[config.mk]
export PLATFORM = sky130hd
export DESIGN_NAME = clock_and_average_segment_formatter_top
export DESIGN_NICKNAME = d
export VERILOG_FILES = /design/src/rtl/core/casf_pkg.sv /design/src/rtl/core/casf_avg.sv /design/src/rtl/core/casf_dec.sv /design/src/rtl/core/casf_fmt.sv /design/src/rtl/core/clock_and_average_segment_formatter_top.sv
export SDC_FILE = /design/constraint.sdc
export NUM_CORES = 2
export LEC_CHECK = 0
export BUFFER_PORTS_ARGS = -buffer_cell sky130_fd_sc_hd__clkbuf_2
export CAP_MARGIN = 10
export CORE_MARGIN = 10
export CORE_UTILIZATION = 40
export CTS_CLUSTER_DIAMETER = 150
export DETAILED_ROUTE_END_ITERATION = 6
export GPL_ROUTABILITY_DRIVEN = 0
export PLACE_DENSITY_LB_ADDON = 0.12
export RECOVER_POWER = 100
export SKIP_CTS_REPAIR_TIMING = 1
export SYNTH_ARGS = -nofsm -noshare
export SYNTH_HDL_FRONTEND = slang
export SYNTH_SLANG_ARGS = --single-unit
[constraint.sdc]
create_clock -name clk -period 13 [get_ports clk]
set_clock_uncertainty 0.1 [all_clocks]
set_input_delay 2.6 -clock clk [delete_from_list [all_inputs] [get_ports clk]]
set_output_delay 2.6 -clock clk [all_outputs]
set_load 0.1 [all_outputs]
[src/rtl/core/casf_pkg.sv]
// ----------------------------------------------------------------------------
// casf_pkg
// Shared types, mode codes and segment helpers for the clock and average
// segment formatter.
// ----------------------------------------------------------------------------
package casf_pkg;

	typedef logic [3:0] mode_t;

	localparam mode_t MODE_TIME      = 4'd0;
	localparam mode_t MODE_DATE      = 4'd1;
	localparam mode_t MODE_EDIT_SEC  = 4'd2;
	localparam mode_t MODE_EDIT_MIN  = 4'd3;
	localparam mode_t MODE_EDIT_HOUR = 4'd4;
	localparam mode_t MODE_EDIT_DAY  = 4'd5;
	localparam mode_t MODE_EDIT_MON  = 4'd6;
	localparam mode_t MODE_EDIT_YEAR = 4'd7;
	localparam mode_t MODE_AVG       = 4'd8;

	localparam logic [7:0] SEP_DOT = 8'h80;

	typedef struct packed {
		mode_t      mode;
		logic [5:0] seconds;
		logic [5:0] minutes;
		logic [4:0] hours;
		logic [4:0] day;
		logic [3:0] month;
		logic [6:0] year;
		logic       blink_on;
	} fields_t;

	typedef struct packed {
		logic acc;
		logic adv1;
		logic adv2;
		logic adv3;
		logic adv4;
	} pipe_ctrl_t;

	typedef logic [5:0][3:0] dec_digits_t;

	function automatic logic [7:0] seg_of(input logic [3:0] d);
		logic [7:0] s;
		case (d)
			4'd0: s = 8'h3F;
			4'd1: s = 8'h06;
			4'd2: s = 8'h5B;
			4'd3: s = 8'h4F;
			4'd4: s = 8'h66;
			4'd5: s = 8'h6D;
			4'd6: s = 8'h7D;
			4'd7: s = 8'h07;
			4'd8: s = 8'h7F;
			4'd9: s = 8'h6F;
			default: s = 8'h00;
		endcase
		return s;
	endfunction

	// tens digit of a value below 128: multiply by 205, shift by 11
	function automatic logic [3:0] tens_of(input logic [6:0] v);
		logic [14:0] p;
		p = 15'(v) * 15'd205;
		return p[14:11];
	endfunction

endpackage

[src/rtl/core/casf_avg.sv]
// ----------------------------------------------------------------------------
// casf_avg
// Sample ring with running total and mean by reciprocal multiplication.
// ----------------------------------------------------------------------------
module casf_avg #(
	parameter int SAMPLE_COUNT = 128,
	parameter int SAMPLE_BITS  = 12
) (
	input  logic                    clk,
	input  logic                    arst_n,
	input  casf_pkg::pipe_ctrl_t    ctrl,
	input  logic [11:0]             sample,
	output logic [SAMPLE_BITS-1:0]  mean_s3
);

	localparam int SLOT_W   = $clog2(SAMPLE_COUNT);
	localparam int TOT_W    = SAMPLE_BITS + SLOT_W;
	localparam int RECIP_SH = TOT_W + SLOT_W;
	localparam int PROD_W   = 2 * TOT_W + 2;
	localparam longint unsigned RECIP = ((64'd1 << RECIP_SH) / SAMPLE_COUNT) + 64'd1;
	localparam longint unsigned TOT_MAX =
		64'(SAMPLE_COUNT) * ((64'd1 << SAMPLE_BITS) - 64'd1);
	localparam logic [SLOT_W-1:0] SLOT_LAST = SLOT_W'(SAMPLE_COUNT - 1);

	logic [SAMPLE_BITS-1:0] ring [SAMPLE_COUNT];
	logic [SLOT_W-1:0]      slot_q;
	logic                   filled_q;
	logic [TOT_W-1:0]       total_q;

	logic [SAMPLE_BITS-1:0] smp_s1;
	logic [SAMPLE_BITS-1:0] rd_s1;
	logic [SLOT_W-1:0]      slot_s1;
	logic                   fresh_s1;
	logic [TOT_W-1:0]       total_s2;

	logic [SAMPLE_BITS-1:0] old_smp;
	logic [TOT_W-1:0]       total_nxt;
	logic [PROD_W-1:0]      prod;

	// an entry not yet written since reset reads as zero
	assign old_smp   = fresh_s1 ? '0 : rd_s1;
	assign total_nxt = total_q - TOT_W'(old_smp) + TOT_W'(smp_s1);
	assign prod      = PROD_W'(total_s2) * PROD_W'(RECIP);

	always_ff @(posedge clk) begin
		if (ctrl.acc) begin
			smp_s1   <= SAMPLE_BITS'(sample);
			rd_s1    <= ring[slot_q];
			slot_s1  <= slot_q;
			fresh_s1 <= !filled_q;
		end
		if (ctrl.adv1) begin
			ring[slot_s1] <= smp_s1;
			total_s2      <= total_nxt;
		end
		if (ctrl.adv2) begin
			mean_s3 <= SAMPLE_BITS'(prod >> RECIP_SH);
		end
	end

	always_ff @(posedge clk or negedge arst_n) begin
		if (!arst_n) begin
			slot_q   <= '0;
			filled_q <= 1'b0;
			total_q  <= '0;
		end else begin
			if (ctrl.acc) begin
				if (slot_q == SLOT_LAST) begin
					slot_q   <= '0;
					filled_q <= 1'b1;
				end else begin
					slot_q <= slot_q + 1'b1;
				end
			end
			if (ctrl.adv1) begin
				total_q <= total_nxt;
			end
		end
	end

	a_total_bound: assert property (@(posedge clk) disable iff (!arst_n)
		64'(total_q) <= TOT_MAX)
		else $error("running total beyond ring capacity");

	a_fill_on_wrap: assert property (@(posedge clk) disable iff (!arst_n)
		(ctrl.acc && slot_q == SLOT_LAST) |=> (filled_q && slot_q == '0))
		else $error("ring wrap not recorded");

endmodule

[src/rtl/core/casf_dec.sv]
// ----------------------------------------------------------------------------
// casf_dec
// Decimal split of the mean into six digits by parallel constant divides.
// ----------------------------------------------------------------------------
module casf_dec #(
	parameter int SAMPLE_BITS = 12
) (
	input  logic                     clk,
	input  casf_pkg::pipe_ctrl_t     ctrl,
	input  logic [SAMPLE_BITS-1:0]   mean_s3,
	output casf_pkg::dec_digits_t    digits
);

	localparam int MW     = SAMPLE_BITS;
	localparam int PROD_W = 2 * MW + 2;

	logic [MW-1:0] mean_s4;
	logic [MW-1:0] quo [7];

	always_ff @(posedge clk) begin
		if (ctrl.adv3) begin
			mean_s4 <= mean_s3;
		end
	end

	assign quo[0] = mean_s4;
	assign quo[6] = '0;

	for (genvar k = 1; k < 6; k++) begin : g_div
		localparam longint unsigned DIV = 64'(10 ** k);
		localparam int              SH  = MW + $clog2(DIV);
		localparam longint unsigned M   = ((64'd1 << SH) / DIV) + 64'd1;

		logic [PROD_W-1:0] prod;
		logic [MW-1:0]     quo_s4;

		assign prod = PROD_W'(mean_s3) * PROD_W'(M);

		always_ff @(posedge clk) begin
			if (ctrl.adv3) begin
				quo_s4 <= MW'(prod >> SH);
			end
		end

		assign quo[k] = quo_s4;
	end

	for (genvar k = 0; k < 6; k++) begin : g_digit
		assign digits[k] = 4'(quo[k] - MW'(quo[k+1] * MW'(10)));
	end

endmodule

[src/rtl/core/casf_fmt.sv]
// ----------------------------------------------------------------------------
// casf_fmt
// Segment formatting by mode, edit blanking, separators and result register.
// ----------------------------------------------------------------------------
module casf_fmt (
	input  logic                   clk,
	input  logic                   arst_n,
	input  casf_pkg::pipe_ctrl_t   ctrl,
	input  casf_pkg::fields_t      f,
	input  casf_pkg::dec_digits_t  digits,
	output logic [7:0]             digit0,
	output logic [7:0]             digit1,
	output logic [7:0]             digit2,
	output logic [7:0]             digit3,
	output logic [7:0]             digit4,
	output logic [7:0]             digit5
);

	typedef logic [1:0][7:0] pair_t;
	typedef logic [5:0][7:0] bytes_t;

	bytes_t seg;
	bytes_t digit_q;

	function automatic pair_t put_field(input logic [6:0] v, input logic lo_dot,
			input logic shown);
		logic [3:0] tens;
		logic [3:0] ones;
		logic [7:0] keep;
		pair_t      p;
		tens = casf_pkg::tens_of(v);
		ones = 4'(v - 7'(tens) * 7'd10);
		keep = shown ? 8'hFF : 8'h00;
		p[0] = (casf_pkg::seg_of(ones) & keep) | (lo_dot ? casf_pkg::SEP_DOT : 8'h00);
		p[1] = casf_pkg::seg_of(tens) & keep;
		return p;
	endfunction

	always_comb begin
		seg = '0;
		case (f.mode)
			casf_pkg::MODE_TIME, casf_pkg::MODE_EDIT_SEC, casf_pkg::MODE_EDIT_MIN,
			casf_pkg::MODE_EDIT_HOUR: begin
				seg[1:0] = put_field(7'(f.seconds), 1'b0,
					f.mode != casf_pkg::MODE_EDIT_SEC || f.blink_on);
				seg[3:2] = put_field(7'(f.minutes), 1'b1,
					f.mode != casf_pkg::MODE_EDIT_MIN || f.blink_on);
				seg[5:4] = put_field(7'(f.hours), 1'b1,
					f.mode != casf_pkg::MODE_EDIT_HOUR || f.blink_on);
			end
			casf_pkg::MODE_DATE, casf_pkg::MODE_EDIT_DAY, casf_pkg::MODE_EDIT_MON,
			casf_pkg::MODE_EDIT_YEAR: begin
				seg[1:0] = put_field(7'(f.day), 1'b0,
					f.mode != casf_pkg::MODE_EDIT_DAY || f.blink_on);
				seg[3:2] = put_field(7'(f.month), 1'b1,
					f.mode != casf_pkg::MODE_EDIT_MON || f.blink_on);
				seg[5:4] = put_field(f.year, 1'b1,
					f.mode != casf_pkg::MODE_EDIT_YEAR || f.blink_on);
			end
			casf_pkg::MODE_AVG: begin
				for (int i = 0; i < 6; i++) begin
					seg[i] = casf_pkg::seg_of(digits[i]);
				end
			end
			default: begin
				seg = '0;
			end
		endcase
	end

	always_ff @(posedge clk) begin
		if (ctrl.adv4) begin
			digit_q <= seg;
		end
	end

	assign digit0 = digit_q[0];
	assign digit1 = digit_q[1];
	assign digit2 = digit_q[2];
	assign digit3 = digit_q[3];
	assign digit4 = digit_q[4];
	assign digit5 = digit_q[5];

	a_blank_mode: assert property (@(posedge clk) disable iff (!arst_n)
		(ctrl.adv4 && f.mode > casf_pkg::MODE_AVG) |=>
		(digit0 == 8'h00 && digit1 == 8'h00 && digit2 == 8'h00 &&
		 digit3 == 8'h00 && digit4 == 8'h00 && digit5 == 8'h00))
		else $error("unknown mode not blanked");

endmodule

[src/rtl/core/clock_and_average_segment_formatter_top.sv]
// ----------------------------------------------------------------------------
// clock_and_average_segment_formatter_top
// Six-digit seven-segment formatter for time, date and a running sample mean.
// ----------------------------------------------------------------------------
// One transaction in gives one transaction out after passing all five registers,
// and a new transaction is taken every cycle while the output side is ready.
// The pipeline is five registers deep: input, running total, mean, decimal
// split, result. Throughput is set by the sample ring memory, which takes one
// read (at acceptance) and one write (one stage later) per transaction. The
// ring starts empty after reset with no clearing pass: entries not yet written
// count as zero, so early means include them. Stages advance independently,
// so empty stages fill while a result waits to be taken.
module clock_and_average_segment_formatter_top #(
	parameter int SAMPLE_COUNT = 128,
	parameter int SAMPLE_BITS  = 12
) (
	input  logic        clk,
	input  logic        arst_n,
	input  logic        in_valid,
	output logic        in_ready,
	input  logic [3:0]  mode,
	input  logic [5:0]  seconds,
	input  logic [5:0]  minutes,
	input  logic [4:0]  hours,
	input  logic [4:0]  day,
	input  logic [3:0]  month,
	input  logic [6:0]  year,
	input  logic [11:0] sample,
	input  logic        blink_on,
	output logic        out_valid,
	input  logic        out_ready,
	output logic [7:0]  digit0,
	output logic [7:0]  digit1,
	output logic [7:0]  digit2,
	output logic [7:0]  digit3,
	output logic [7:0]  digit4,
	output logic [7:0]  digit5
);

	casf_pkg::pipe_ctrl_t  ctrl;
	casf_pkg::fields_t     f_in;
	casf_pkg::fields_t     f_s1;
	casf_pkg::fields_t     f_s2;
	casf_pkg::fields_t     f_s3;
	casf_pkg::fields_t     f_s4;
	casf_pkg::dec_digits_t digits;
	logic [SAMPLE_BITS-1:0] mean_s3;

	logic v1_q, v2_q, v3_q, v4_q, out_v_q;
	logic en1, en2, en3, en4, out_en;

	// hold a stage only while the one after it is full and holding
	assign out_en = !out_v_q || out_ready;
	assign en4    = !v4_q || out_en;
	assign en3    = !v3_q || en4;
	assign en2    = !v2_q || en3;
	assign en1    = !v1_q || en2;

	assign ctrl.acc  = in_valid && en1;
	assign ctrl.adv1 = v1_q && en2;
	assign ctrl.adv2 = v2_q && en3;
	assign ctrl.adv3 = v3_q && en4;
	assign ctrl.adv4 = v4_q && out_en;

	assign in_ready  = en1;
	assign out_valid = out_v_q;

	assign f_in.mode     = mode;
	assign f_in.seconds  = seconds;
	assign f_in.minutes  = minutes;
	assign f_in.hours    = hours;
	assign f_in.day      = day;
	assign f_in.month    = month;
	assign f_in.year     = year;
	assign f_in.blink_on = blink_on;

	always_ff @(posedge clk or negedge arst_n) begin
		if (!arst_n) begin
			v1_q    <= 1'b0;
			v2_q    <= 1'b0;
			v3_q    <= 1'b0;
			v4_q    <= 1'b0;
			out_v_q <= 1'b0;
		end else begin
			if (en1) begin
				v1_q <= in_valid;
			end
			if (en2) begin
				v2_q <= v1_q;
			end
			if (en3) begin
				v3_q <= v2_q;
			end
			if (en4) begin
				v4_q <= v3_q;
			end
			if (out_en) begin
				out_v_q <= v4_q;
			end
		end
	end

	always_ff @(posedge clk) begin
		if (ctrl.acc) begin
			f_s1 <= f_in;
		end
		if (ctrl.adv1) begin
			f_s2 <= f_s1;
		end
		if (ctrl.adv2) begin
			f_s3 <= f_s2;
		end
		if (ctrl.adv3) begin
			f_s4 <= f_s3;
		end
	end

	casf_avg #(
		.SAMPLE_COUNT (SAMPLE_COUNT),
		.SAMPLE_BITS  (SAMPLE_BITS)
	) u_avg (
		.clk     (clk),
		.arst_n  (arst_n),
		.ctrl    (ctrl),
		.sample  (sample),
		.mean_s3 (mean_s3)
	);

	casf_dec #(
		.SAMPLE_BITS (SAMPLE_BITS)
	) u_dec (
		.clk     (clk),
		.ctrl    (ctrl),
		.mean_s3 (mean_s3),
		.digits  (digits)
	);

	casf_fmt u_fmt (
		.clk    (clk),
		.arst_n (arst_n),
		.ctrl   (ctrl),
		.f      (f_s4),
		.digits (digits),
		.digit0 (digit0),
		.digit1 (digit1),
		.digit2 (digit2),
		.digit3 (digit3),
		.digit4 (digit4),
		.digit5 (digit5)
	);

	a_ready_when_drained: assert property (@(posedge clk) disable iff (!arst_n)
		!out_v_q |-> in_ready)
		else $error("input stalled with result register empty");

	a_accept_loads_s1: assert property (@(posedge clk) disable iff (!arst_n)
		ctrl.acc |=> v1_q)
		else $error("accepted transaction lost at input stage");

endmodule
## Yosys cells after proc, flatten, opt, wreduce, memory -nomap -nowiden

Memory sizes are Yosys's and may differ from the RTL's. A register that Yosys moved wholly into a read port is not among the register bits.
Cells that the tools add are included.

| operators by class | value |
|---|---|
| $add $sub $neg | 12 |
| $mul | 19 |
| div/mod/pow operators | 0 |
| magnitude comparators | 0 |
| eq/ne operators | 21 |
| shifts and indexed selects | 0 |
| mux-type cells | 27 |
| bitwise gates (word level) | 13 |
| reductions and logical operators | 28 |

Operators by type and width:

| operator | count |
|---|---|
| $pmux 48 s3 | 1 |
| $mux 8 | 14 |
| $and 8x8->8 | 8 |
| $pmux 8 s4 | 2 |
| $mul 12x13->25 const B | 2 |
| $mul 19x20->38 const B | 1 |
| $sub 4x4->4 | 9 |
| $mux 7 | 5 |
| $and 7x7->7 | 4 |
| $mul 6x8->14 const B | 2 |
| $mul 5x8->13 const B | 2 |
| $mul 12x12->24 const B | 1 |
| $add 19x12->19 | 1 |
| $sub 19x12->19 | 1 |
| $eq 4x3->1 const B | 4 |
| $ne 4x3->1 const B | 4 |
| $pmux 8 s2 | 1 |
| $mul 7x8->15 const B | 1 |
| $mul 4x8->12 const B | 1 |
| $mux 12 | 1 |
| $logic_or 1x1->1 | 11 |
| $mul 3x3->3 const B | 3 |
| $mul 9x3->3 const B | 1 |
| $eq 2x2->1 const B | 4 |
| other kinds (20) | 36 |

| word-level totals | value |
|---|---|
| register bits | 305 |
| latch bits | 0 |
| memory bits (writable) | 1536 |
| bits in read-only memories | 1568 |
| bits of input ports | 54 |
| memories kept | 16 |

Memory list:

| memory | words | bits a word | read ports | clocked after Yosys merged registers in | wr ports | line | source |
|---|---|---|---|---|---|---|---|
| u_avg.ring | 128 | 12 | 1 | 1 | 1 | casf_avg.sv:25 | `logic [SAMPLE_BITS-1:0] ring [SAMPLE_COUNT];` |
| (name not given) | 16 | 7 | 1 | 0 | 0 | casf_pkg.sv:45 | `case (d)` |
| (name not given) | 16 | 7 | 1 | 0 | 0 | casf_pkg.sv:45 |  |
| (name not given) | 16 | 7 | 1 | 0 | 0 | casf_pkg.sv:45 |  |
| (name not given) | 16 | 7 | 1 | 0 | 0 | casf_pkg.sv:45 |  |
| (name not given) | 16 | 7 | 1 | 0 | 0 | casf_pkg.sv:45 |  |
| 10 more memories | - | - | - | - | - | - |  |

## Logic depth before layout (Yosys ltp)

| depth | value |
|---|---|
| word-level depth | 8 |
| depth in mapped cells | 21 |
| depth with buffers taken out | 20 |

## Cells and area by module

From an unflattened synthesis, not the netlist that was laid out.

| second synthesis, totals | value |
|---|---|
| cells, all modules | 4967 |
| area, all modules | 83306.1 um2 |

Modules (own cells, without submodules):

| module | instances | cells an instance | area an instance (um2) |
|---|---|---|---|
| casf_avg | 1 | 3167 | 63503.4 |
| casf_fmt | 1 | 978 | 8475.6 |
| casf_dec | 1 | 649 | 6526.3 |
| clock_and_average_segment_formatter_top | 1 | 173 | 4800.9 |

## Worst setup path after synthesis

OpenSTA, ideal clock, no wires.

| timing path | value |
|---|---|
| path type | input-to-reg |
| from | input port out_ready |
| to | register with a tool-made name |
| setup time | 126 ps |
| data arrival time | 6796 ps |
| data required time | 12774 ps |
| setup slack | 5977 ps |
| stages | 6 |
| path buffers | 0 |
| path through | nor2b_1 -> a21boi_1 -> mux2i_1 -> inv_1 -> ha_1 -> or2_2 |

RTL lines:

| element | line | source |
|---|---|---|
| start, declared | clock_and_average_segment_formatter_top.sv:31 | `input logic out_ready,` |

==> summary.txt <==
Setup path
  – CP max FO: ~120
  – Arrival time worst endpoint: 9.93 ns
  – CP startpoint kind: flop
  – Endpoint class of the critical path: flop
  – Worst Path Required: roughly 13 ns
  – Setup Crit Path Kind: flop to flop

STA
  – Hold Violations, Final: 0
  – Period minus WS final: 9.50 ns
  – RSZ-0062 raised after global routing: no
  – Maximum clock frequency: about 110 MHz
  – Final setup fails: 0
  – Final slew viol count: 2283
  – Setup TNS: 0 ns
  – Fin crit share: ~73%
  – Rel. slew slack: -456%
  – Worst-Margin Slew: 8.34 ns

CTS
  – Clk_lat worst skew: ~0.85 ns
  – TritonCTS clock tree: yes
  – Bufs on Longest Clock Path: 3
  – H-tree levels: 4
  – CTS sink cnt: 1841
  – Clk slew on worst S/H paths: 0.06 ns
  – Num CTS Buffers: roughly 190
  – Root Driver: clkbuf_16

Logic synthesis
  – Post-synth EDFFs: about 1800
  – Synth area leader: edfxtp_1
  – Synth Warn #: 0
  – Top cells by area, synth: edfxtp_1 66%, mux4_2 14%, ha_1 6.3%
  – Synth Area per Inst: around 19 µm²
  – #FFs+latches synth: ~1800
  – Register area share after synthesis: around 67%
  – Post-synth top area share: about two thirds
  – Distinct cells, synth: 80
  – Async S/R FF share, synth: 1.74%
  – Synthesized cell area: slightly above 0.08 mm²
  – Cells after Synth: 4287
  – Top FF cell, synth: edfxtp_1

Placed design
  – Dpl hpwl: around 120 mm
  – Placed Cells incl. Taps: about 7100
  – PortBufs: 99

GRT
  – First-pass GRT wire length: just under 300 mm
  – GR Util met2: between 20% and 30%
  – GRT busiest layer: met2
  – Met1 global-route usage: about 25%
  – Initial antenna violation count: 15
  – Overflow after GRT: 0
  – Largest net degree at the start of global routing: between 100 and 150
  – Total track usage: between 15 and 20%
  – Met3 Use GR: 2.99%
  – Vias in the first global route: between 40000 and 50000

Routing
  – Final routed DRC violation total: 0
  – DRT iter0 DRCs: around 3300
  – Post-route ant nets: 0
  – Routed WL: ~200 mm
  – First drt pass iteration count: 7
  – WL/cell: between 20 and 30 µm
  – Via count: 39900
  – Drt via density: 5.35

Finish
  – Most frequent cells in the layout: 1802 x edfxtp_1, 504 x mux4_2, 413 x ha_1, 396 x inv_1, 261 x clkbuf_1
  – Layout cells sized above 1: between 10% and 20%
  – Non-filler instance count after layout: around 7400
  – Area Growth Syn to Fin: 12.2%
  – Core Util, Final: ~45%
  – Final net count: roughly 5200
  – Commonest non-fill, non-tap cell in the layout: edfxtp_1

Power and ir drop
  – Power Dens Cells: 260 mW/mm²
  – Overall Power: 23.8 mW
  – Max VDD drop: 0.000279 V
  – Pleak: between 30 and 40 nW

Floorplanning
  – Die width: 472 µm
  – Die area: 0.223 mm²
  – Core Region: 0.203 mm²
  – Die H: about 470 µm
  – FP Rows: ~170
  – IO Count: roughly 100
  – Starting density of the core: 40.3%

Run status
  – Run status: complete, but fails checks
  – Failing checks: max-capacitance violations, max-slew violations

Hold path
  – HP Class: flop to flop

Job
  – MaxCap Viol Count: 41
## worst max-delay path: stages, from the launching register on
cell	delay, ns
dfrtp_4	0.88
clkbuf_1	5.79
mux4_2	0.71
mux4_2	0.65
mux4_2	0.56
mux2_1	0.36
## state kept, by name, indices dropped and copies added, names as in the netlist, 8 cells and up, named ones only
name,cells
u_dec.g_div.quo_s4,11
u_avg.total_q,19
u_avg.total_s2,12
u_avg.smp_s1,12
u_fmt.digit4,8
u_avg.mean_s3,12
f_s3,38
u_avg.ring,1536
f_s4,38
u_avg.rd_s1,12
f_s1,38
f_s2,38
## synthesized netlist by cell type, drive strengths merged (5+ instances only)
library cell / n
nand3: 28
o211ai: 12
mux2i: 21
buf: 62
or2: 17
a211o: 6
fa: 143
a21o: 17
clkbuf: 89
nor3: 13
nand2b: 15
o2111ai: 5
a221o: 7
o31ai: 6
xor2: 25
a311oi: 5
a22oi: 7
inv: 398
o21a: 18
mux4: 504
edfxtp: 1802
nand2: 85
a31oi: 9
nand4: 14
a211oi: 8
nor2b: 26
nand3b: 5
mux2: 21
nor2: 186
o21bai: 7
dfrtp: 32
a21oi: 65
and2: 10
o21ai: 63
ha: 413
and3: 9
dfxtp: 7
xnor2: 59
o22ai: 10
## worst paths after layout
kind	slack [ns]	cells past startpoint	startpoint	endpoint
worst max-delay path	3.50	5	u_avg.slot_q[1]$_DFFE_PN0P_	u_avg.rd_s1[5]$_DFFE_PP_
worst min-delay path	0.29	0	f_s1[22]$_DFFE_PP_	f_s2[22]$_DFFE_PP_
worst max register to register	3.50	5	u_avg.slot_q[1]$_DFFE_PN0P_	u_avg.rd_s1[5]$_DFFE_PP_
worst min register to register	0.29	0	f_s1[22]$_DFFE_PP_	f_s2[22]$_DFFE_PP_
max in group asynchronous	8.76	1	arst_n	u_avg.slot_q[1]$_DFFE_PN0P_
min in group asynchronous	2.39	1	arst_n	u_avg.slot_q[5]$_DFFE_PN0P_
## per-stage QoR
| step | setup WS (ns) | cell area (µm²) | hold WS [ns] |
|---|---|---|---|
| after global routing | 3.16 | 91700 | 0.305 |
| after CTS | 6.22 | 92400 | 0.288 |
| after global placement | 6.22 | 86300 | 0.301 |
| after floorplan | 5.98 | 81800 | 0.300 |
| final | 3.50 | 91800 | 0.289 |
| after detailed placement | 6.23 | 86300 | 0.305 |
## layer usage
layer	wire, µm	part of all wire, %
met5	18	0.0092
met4	3170	1.6
met2	92700	47
met3	10400	5.3
met1	89200	46
## cell type report
class / count / area [µm²]
diodes: 6 / 15.0
clock buffers: 241 / 5050
clock inverters: 118 / 1070
fillers: 17500 / 111000
inverters: 398 / 1500
multi-input cells: 1900 / 24500
flip-flops and latches: 1841 / 55100
well taps: 2672 / 3340
repair buffers: 273 / 1180
## logic make-up after synthesis
kind of cell | Yosys count | share of synthesized area, %
multiplexers | 546 | 14.4
other | 1 | 0.00459
adder cells (fa/ha/maj) | 556 | 9.82
buffers and inverters | 549 | 2.66
flip-flops | 1841 | 67.3
XOR/XNOR | 87 | 1.03
AO/OA/AOI/OAI | 280 | 2.28
AND/OR/NAND/NOR | 427 | 2.43
## report_power, final
group          total (mW)  internal (mW)  switching, mW  leakage (nW)
clock                5.33           2.99           2.34          2.94
combinational        11.1           4.74           6.34          11.9
sequential           7.41           7.11          0.302          16.8
total                23.8           14.8           8.98          31.7
No activity file was read; power rests on OpenSTA's default activity.
